--- config.mk ---
export PLATFORM = sky130hd
export DESIGN_NAME = adc_to_temperature_curve_interp_top
export DESIGN_NICKNAME = d
export VERILOG_FILES = /design/src/design/adc_tci_pkg.sv /design/src/design/adc_to_temperature_curve_interp_top.sv /design/src/design/adc_tci_curve_ram.sv /design/src/design/adc_tci_divider.sv
export SDC_FILE = /design/constraint.sdc
export NUM_CORES = 1
export LEC_CHECK = 0
export BUFFER_PORTS_ARGS = -buffer_cell sky130_fd_sc_hd__buf_2
export CORE_ASPECT_RATIO = 1.4
export CORE_MARGIN = 8
export CORE_UTILIZATION = 55
export CTS_BUF_LIST = sky130_fd_sc_hd__clkbuf_4
export DETAILED_ROUTE_END_ITERATION = 16
export PLACE_DENSITY = 0.77
export SLEW_MARGIN = 0
export SYNTH_ARGS = -nofsm -noshare
export SYNTH_HDL_FRONTEND = slang
export SYNTH_SLANG_ARGS = --single-unit
--- constraint.sdc ---
create_clock -name clock -period 3.7 [get_ports clock]
set_input_delay 0.185 -clock clock [delete_from_list [all_inputs] [get_ports clock]]
set_output_delay 0.185 -clock clock [all_outputs]
set_load 0.05 [all_outputs]
--- src/design/adc_tci_pkg.sv ---
// Shared types and constants for the ADC-to-temperature curve interpolator.
// No dependencies.
package adc_tci_pkg;

   localparam int ENTRY_W  = 12;
   localparam int IDX_W    = 5;
   localparam int BASE_W   = 7;
   localparam int TEMP_W   = 8;
   localparam int SUM_W    = 10;
   localparam int QUO_W    = 3;
   localparam int DIVD_W   = ENTRY_W + 3;

   localparam logic [BASE_W-1:0] BASE_RESET = 7'd12;
   localparam logic [SUM_W-1:0]  TEMP_MAX   = 10'd255;

   localparam logic CMD_WRITE   = 1'b0;
   localparam logic CMD_CONVERT = 1'b1;

   typedef enum logic [1:0] {
      STATUS_INTERP     = 2'd0,
      STATUS_CLAMP_LOW  = 2'd1,
      STATUS_CLAMP_HIGH = 2'd2,
      STATUS_NO_SEGMENT = 2'd3
   } status_type;

endpackage

--- src/design/adc_to_temperature_curve_interp_top.sv ---
// Top level: thermistor ADC reading to temperature over a falling curve table.
// Depends on adc_tci_pkg, adc_tci_curve_ram, adc_tci_divider.
//
// Usage. A request beat is taken when start is high and busy is low.
// req_cmd = write stores req_adc_value into curve entry req_entry_index in
// that cycle; busy stays low and no response is produced. Indexes beyond the
// last entry are dropped. req_cmd = convert raises busy until the response.
// The response is a one-cycle rsp_valid strobe with rsp_temperature and
// rsp_status; the receiver cannot hold it off.
// A convert first compares the reading with entry 0 and clamps low if it is
// not below it, then with the last entry and clamps high if it is not above
// it, then scans the segments in order; a matching segment is followed by the
// serial divide, and if none matches the response reports no segment.
// The segment search reads one table entry per cycle from the single read
// port; the divide yields one quotient bit per cycle. A new convert is not
// taken until the previous response has been produced.
// csr_wr_en writes base temperature; write only while idle.
// Reset clears the sequencer and sets base temperature to 12; the curve
// table is not cleared and must be written before use.
module adc_to_temperature_curve_interp_top
   import adc_tci_pkg::*;
#(
   parameter int SEGMENTS = 22,
   parameter int ADC_BITS = 12
) (
   input  logic               clock,
   input  logic               reset,
   input  logic               start,
   output logic               busy,
   input  logic               req_cmd,
   input  logic [IDX_W-1:0]   req_entry_index,
   input  logic [ENTRY_W-1:0] req_adc_value,
   output logic               rsp_valid,
   output logic [TEMP_W-1:0]  rsp_temperature,
   output logic [1:0]         rsp_status,
   input  logic               csr_wr_en,
   input  logic [BASE_W-1:0]  csr_wr_data
);

   localparam int ENTRIES = SEGMENTS + 1;
   localparam int ADDR_W  = $clog2(ENTRIES);
   localparam logic [ENTRY_W-1:0] ADC_MASK =
      (ADC_BITS >= ENTRY_W) ? {ENTRY_W{1'b1}} : ENTRY_W'((1 << ADC_BITS) - 1);
   localparam logic [ADDR_W-1:0] LAST_ADDR = ADDR_W'(SEGMENTS);
   localparam logic [ADDR_W-1:0] LAST_SEG  = ADDR_W'(SEGMENTS - 1);
   localparam logic [SUM_W-1:0]  SPAN      = SUM_W'(4 * SEGMENTS);

   typedef enum logic [2:0] {
      ST_IDLE,
      ST_FIRST,
      ST_LAST,
      ST_SCAN,
      ST_DIV
   } state_type;

   state_type          state_ff, state_in;
   logic [ENTRY_W-1:0] v_ff, v_in;
   logic [ENTRY_W-1:0] prev_ff, prev_in;
   logic [ADDR_W-1:0]  idx_ff, idx_in;
   logic [BASE_W-1:0]  base_ff;
   logic               valid_ff, valid_in;
   logic [TEMP_W-1:0]  temp_ff, temp_in;
   status_type         status_ff, status_in;

   logic               accept;
   logic [ENTRY_W-1:0] adc_masked;
   logic               wr_en;
   logic [ADDR_W-1:0]  rd_addr;
   logic [ENTRY_W-1:0] rd_data;
   logic [ENTRY_W-1:0] width;
   logic [DIVD_W-1:0]  dividend;
   logic               div_start;
   logic               div_done;
   logic [QUO_W-1:0]   quotient;
   logic [SUM_W-1:0]   sum;
   logic [TEMP_W-1:0]  sum_sat;

   function automatic logic [TEMP_W-1:0] sum_sat_high(input logic [BASE_W-1:0] base);
      logic [SUM_W-1:0] s;
      s = SUM_W'(base) + SPAN;
      return (s > TEMP_MAX) ? TEMP_W'(TEMP_MAX) : s[TEMP_W-1:0];
   endfunction

   assign accept     = start && !busy;
   assign adc_masked = req_adc_value & ADC_MASK;
   assign wr_en      = accept && (req_cmd == CMD_WRITE)
                       && (32'(req_entry_index) <= SEGMENTS);

   adc_tci_curve_ram #(
      .DEPTH  (ENTRIES),
      .ADDR_W (ADDR_W)
   ) u_ram (
      .clock   (clock),
      .wr_en   (wr_en),
      .wr_addr (ADDR_W'(req_entry_index)),
      .wr_data (adc_masked),
      .rd_addr (rd_addr),
      .rd_data (rd_data)
   );

   assign width    = prev_ff - rd_data;
   assign dividend = (DIVD_W'(prev_ff - v_ff) << 2) + DIVD_W'(width >> 1);

   adc_tci_divider u_div (
      .clock    (clock),
      .reset    (reset),
      .start    (div_start),
      .dividend (dividend),
      .divisor  (width),
      .done     (div_done),
      .quotient (quotient)
   );

   always_comb begin
      case (state_ff)
         ST_FIRST: sum = SUM_W'(base_ff) + SPAN;
         default:  sum = SUM_W'(base_ff) + (SUM_W'(idx_ff) << 2) + SUM_W'(quotient);
      endcase
      sum_sat = (sum > TEMP_MAX) ? TEMP_W'(TEMP_MAX) : sum[TEMP_W-1:0];
   end

   always_comb begin
      state_in  = state_ff;
      v_in      = v_ff;
      prev_in   = prev_ff;
      idx_in    = idx_ff;
      valid_in  = 1'b0;
      temp_in   = temp_ff;
      status_in = status_ff;
      rd_addr   = '0;
      div_start = 1'b0;
      case (state_ff)
         ST_IDLE: begin
            if (accept && (req_cmd == CMD_CONVERT)) begin
               v_in     = adc_masked;
               state_in = ST_FIRST;
            end
         end
         ST_FIRST: begin
            rd_addr = LAST_ADDR;
            if (v_ff >= rd_data) begin
               valid_in  = 1'b1;
               temp_in   = TEMP_W'(base_ff);
               status_in = STATUS_CLAMP_LOW;
               state_in  = ST_IDLE;
            end else begin
               prev_in  = rd_data;
               state_in = ST_LAST;
            end
         end
         ST_LAST: begin
            rd_addr = ADDR_W'(1);
            if (v_ff <= rd_data) begin
               valid_in  = 1'b1;
               temp_in   = sum_sat_high(base_ff);
               status_in = STATUS_CLAMP_HIGH;
               state_in  = ST_IDLE;
            end else begin
               idx_in   = '0;
               state_in = ST_SCAN;
            end
         end
         ST_SCAN: begin
            if (idx_ff != LAST_SEG) begin
               rd_addr = idx_ff + ADDR_W'(2);
            end
            if ((v_ff > rd_data) && (v_ff <= prev_ff)) begin
               div_start = 1'b1;
               state_in  = ST_DIV;
            end else if (idx_ff == LAST_SEG) begin
               valid_in  = 1'b1;
               temp_in   = '0;
               status_in = STATUS_NO_SEGMENT;
               state_in  = ST_IDLE;
            end else begin
               prev_in = rd_data;
               idx_in  = idx_ff + ADDR_W'(1);
            end
         end
         ST_DIV: begin
            if (div_done) begin
               valid_in  = 1'b1;
               temp_in   = sum_sat;
               status_in = STATUS_INTERP;
               state_in  = ST_IDLE;
            end
         end
         default: begin
            state_in = ST_IDLE;
         end
      endcase
   end

   always_ff @(posedge clock) begin
      if (reset) begin
         state_ff <= ST_IDLE;
         valid_ff <= 1'b0;
         base_ff  <= BASE_RESET;
      end else begin
         state_ff <= state_in;
         valid_ff <= valid_in;
         if (csr_wr_en) begin
            base_ff <= csr_wr_data;
         end
      end
      v_ff      <= v_in;
      prev_ff   <= prev_in;
      idx_ff    <= idx_in;
      temp_ff   <= temp_in;
      status_ff <= status_in;
   end

   assign busy            = (state_ff != ST_IDLE);
   assign rsp_valid       = valid_ff;
   assign rsp_temperature = temp_ff;
   assign rsp_status      = status_ff;

endmodule

--- src/design/adc_tci_curve_ram.sv ---
// Curve table storage: one write port, one registered read port.
// Depends on adc_tci_pkg.
module adc_tci_curve_ram
   import adc_tci_pkg::*;
#(
   parameter int DEPTH  = 23,
   parameter int ADDR_W = 5
) (
   input  logic               clock,
   input  logic               wr_en,
   input  logic [ADDR_W-1:0]  wr_addr,
   input  logic [ENTRY_W-1:0] wr_data,
   input  logic [ADDR_W-1:0]  rd_addr,
   output logic [ENTRY_W-1:0] rd_data
);

   logic [ENTRY_W-1:0] mem [DEPTH];
   logic [ENTRY_W-1:0] rd_data_ff;

   always_ff @(posedge clock) begin
      if (wr_en) begin
         mem[wr_addr] <= wr_data;
      end
      rd_data_ff <= mem[rd_addr];
   end

   assign rd_data = rd_data_ff;

endmodule

--- src/design/adc_tci_divider.sv ---
// Restoring divider, one quotient bit per cycle; quotient is known to be below 8.
// Depends on adc_tci_pkg.
module adc_tci_divider
   import adc_tci_pkg::*;
(
   input  logic               clock,
   input  logic               reset,
   input  logic               start,
   input  logic [DIVD_W-1:0]  dividend,
   input  logic [ENTRY_W-1:0] divisor,
   output logic               done,
   output logic [QUO_W-1:0]   quotient
);

   logic [DIVD_W-1:0]  rem_ff, rem_in;
   logic [ENTRY_W-1:0] div_ff, div_in;
   logic [1:0]         cnt_ff, cnt_in;
   logic [QUO_W-1:0]   quo_ff, quo_in;
   logic               run_ff, run_in;
   logic               done_ff, done_in;
   logic [DIVD_W-1:0]  trial;
   logic               ge;

   assign trial = DIVD_W'(div_ff) << cnt_ff;
   assign ge    = rem_ff >= trial;

   always_comb begin
      rem_in  = rem_ff;
      div_in  = div_ff;
      cnt_in  = cnt_ff;
      quo_in  = quo_ff;
      run_in  = run_ff;
      done_in = 1'b0;
      if (start) begin
         rem_in = dividend;
         div_in = divisor;
         cnt_in = 2'(QUO_W - 1);
         quo_in = '0;
         run_in = 1'b1;
      end else if (run_ff) begin
         quo_in = {quo_ff[QUO_W-2:0], ge};
         if (ge) begin
            rem_in = rem_ff - trial;
         end
         if (cnt_ff == 2'd0) begin
            run_in  = 1'b0;
            done_in = 1'b1;
         end else begin
            cnt_in = cnt_ff - 2'd1;
         end
      end
   end

   always_ff @(posedge clock) begin
      if (reset) begin
         run_ff  <= 1'b0;
         done_ff <= 1'b0;
      end else begin
         run_ff  <= run_in;
         done_ff <= done_in;
      end
      rem_ff <= rem_in;
      div_ff <= div_in;
      cnt_ff <= cnt_in;
      quo_ff <= quo_in;
   end

   assign done     = done_ff;
   assign quotient = quo_ff;

endmodule

==> metrics.txt <==
outcome completed; Yosys warning total 0; CP required 4.17 ns; Reg2Reg Depth 18; fin cells 2045; row cnt 77; leakage power 7.43 nW; Max Root-Sink Buffers 3; Starting Density 0.557; Vias/cell around 6.0; r2r setup slk between 0.2 and 0.25 ns; gr busiest metal met2; M2 GR Usage 0.407; Main synth FF type edfxtp_1; P_sw 0.00298 W; max-slew violations 0; fin area between 15000 and 20000 µm²; CTS H-tree lvls 3; asr flop ratio synth 0; internal power approximately 0.0072 W; EDFF count, synth 342; Seq cells post-synth 372; global route overflow 0; Worst setup EP type flip-flop; largest net degree at the start of global routing slightly above 70; Yosys top cell by area edfxtp_1; Area Overhead vs Synth 13.7%; # setup viols final 0; critical path endpoint u_div.rem_ff[12]; Worst-Margin Slew just over 0.8 ns; Hold Path Class primary input to flip-flop; M1 GR Usage 0.235; CP startpoint kind flip-flop; CTS tree done; worst-path fanout max 4; met3 GRT Util 0.0416; TritonCTS buffer count between 80 and 90; hold violation count in the final report 0; Fmax ~0.29 GHz; Root Driver clkbuf_4; GRT Util Overall 0.220; cell chain of the critical path inv_2 > ha_4 > buf_4 > inv_1 > a21o_1 > a21oi_2 > o21ai_2 > a31o_2 > a41o_1 > o41ai_2 > xnor2_1 > ha_1 > o21ai_2 > a21oi_2 > or2_2 > nand2_1 > xor2_1 > mux2i_1; Worst EP arrival roughly 4.0 ns; Net Sw Frac 0.294; fill count ~2400; CTS sink cnt 372; number of cells on the critical path 18; Clock Pin Slew Worst Setup and Hold Paths roughly 0.060 ns; first-pass GRT wire length 65800 µm; placed insts 1857; Clk network pwr share 0.300; area of the multi-input gates around 6200 µm²; IO Count 41; via count approximately 12000; skew final between 0.06 and 0.07 ns; Netlist cell types between 70 and 80; dominant cells by area after synthesis edfxtp_1, ha_1, nand2_1, dfxtp_1, o221ai_1; drt pass-1 iters 5; Worst path slowest cell edfxtp_1; synthesized netlist cell count 1436; Placed Area between 15000 and 20000 µm²; initial antenna violation count 1; gp weighted congestion 0.847; Reg area about 11000 µm²; Mapped Avg Cell Area 12.2 µm²; pwr dens between 500 and 600 nW/µm²; crit path kind flip-flop to flip-flop; Total Nets Final 1704; worst vdd ir roughly 0.34 mV; part of the power in registers 0.472; Crit. Startpoint prev_ff[0]; syn_nets between 1500 and 2000; drt wl/cell between 20 and 25 µm; total length of routed wires 41400 µm; setup_tns 0 ns; vias in the first global route approximately 13000; Worst R2R End u_div.rem_ff[12]; largest delay contributor family on the critical path compound AO/OA/AOI/OAI gates; Buf+Inv Stages, Crit Path 3; Post-Syn Area 17500 µm²; post-route DRC violation count 0; Die ar. ~38000 µm²; share of cells above drive strength 1 0.164; Worst R2R Start prev_ff[0]; Die X 167 µm; IO buf count 40; post-layout minimum cycle time ~3.5 ns; register area share after synthesis 0.620; Tcrit/Tclk final 0.940; Final ANT Viol Nets 0; worst skew pair latency around 0.8 ns; crit-path max cell delay approximately 0.38 ns; share of the synthesized area in the top cell type 0.585; Starting DRT DRC Count 977; slew margin rel. 0.457; Die Y 227 µm; Final HPWL DP 27100 µm; logic gate share of total power 0.228; Max Cap Viol 0; Core Footprint 31500 µm²
## synthesized netlist by cell type, drive strengths merged, types with 13 or more instances
cell type	instances
nand3	57
buf	42
a211oi	13
edfxtp	342
inv	68
clkbuf	23
ha	76
xnor2	28
and3	17
nand2	187
o211ai	21
nor3	22
a21o	16
xor2	18
o21a	13
a31oi	13
mux2i	27
o221ai	42
dfxtp	30
a311o	15
nor2	90
a21oi	78
o22ai	18
nor2b	19
o21ai	55
## how the worst min path moves through the flow
stage | end | cells past startpoint | start
finish | u_ram.mem[4][8] | 3 | req_entry_index[4]
global route | u_ram.mem[6][10] | 3 | req_entry_index[4]
CTS | u_ram.mem[6][8] | 3 | req_entry_index[4]
detailed placement | prev_ff[3] | 0 | u_ram.rd_data[3]
global placement | prev_ff[2] | 0 | u_ram.rd_data[2]
floorplan | u_ram.mem[0][0] | 0 | req_adc_value[0]
## cells in the final DEF, fill, tap and decap left out, drive strengths merged, types with 17 or more instances in the layout
master         n
o221ai        42
o22ai         18
nor2b         19
o21ai         55
inv           71
xnor2         28
ha            76
dfxtp         30
and3          17
a21oi         78
nand3         57
mux2i         27
nand2        187
clkbuf       116
nor2          90
o211ai        21
clkinv        24
edfxtp       342
dlygate4sd3   39
buf           95
xor2          18
nor3          22
## flip-flops by register name (all words and copies together) (netlist names), 2 cells and up
name,flops
base_ff,7
idx_ff,5
prev_ff,12
rsp_status,2
rsp_temperature,8
state_ff,3
u_div.cnt_ff,2
u_div.div_ff,12
u_div.quotient,3
u_div.rem_ff,15
u_ram.mem,276
u_ram.rd_data,12
v_ff,12
## final cells by class
| cell class | instances | share of cell area |
|---|---|---|
| inverters | 70 | 0.0132 |
| clock buffers | 116 | 0.0437 |
| diodes | 1 | 0.000125 |
| well taps | 395 | 0.0248 |
| clock inverters | 28 | 0.00665 |
| multi-input cells | 929 | 0.312 |
| flip-flops and latches | 372 | 0.545 |
| repair buffers | 134 | 0.0541 |
## metal layers
metal / up-vias / share of wire
li1: 5761 / -
met1: 5964 / 0.37
met2: 477 / 0.53
met3: 118 / 0.062
met4: 0 / 0.042
met5: - / 0
## through the flow
step | hold slack [ns] | setup WS [ns] | util | power (W)
CTS | 0.00283 | 0.0203 | 0.630 | 0.0101
global placement | 0.412 | 0.00934 | 0.585 | 0.00692
global route | 0.0670 | -0.0187 | 0.633 | 0.0106
floorplan | 0.284 | 0.210 | - | 0.00638
detailed placement | 0.419 | -0.0693 | 0.585 | 0.00699
finish | 0.0850 | 0.221 | 0.633 | 0.0101
## logic make-up (layout without fill, tap and decap cells)
group                    count (synthesis)  after routing  synth area share
multiplexers                            34             34            0.0199
XOR/XNOR                                46             46            0.0230
AO/OA/AOI/OAI                          328            328             0.130
AND/OR/NAND/NOR                        439            439             0.115
other                                    0              1                 0
adder cells (fa/ha/maj)                 82             82            0.0610
flip-flops                             372            372             0.620
buffers and inverters                  135            348            0.0316
## what timing repair did
action,CTS,global route
setup endpoints to repair,3,22
buffers inserted,0,4
endpoints found under the hold margin,329,0
pin swaps,0,10
hold buffers,39,0
gates resized for setup,2,23
## power by group through the flow
stage	clock, W	sequential [W]	combinational [W]
final	0.00304	0.00478	0.00231
after global routing	0.00330	0.00479	0.00256
after CTS	0.00311	0.00478	0.00218
after detailed placement	0	0.00487	0.00212
after global placement	0	0.00487	0.00205
after floorplan	0	0.00488	0.00150
## worst min-delay path: stages
cell and delay [ns]:
buf_2 0.16, or3b_2 0.17, nor2_1 0.13
Power figures use the tool's default switching activity.
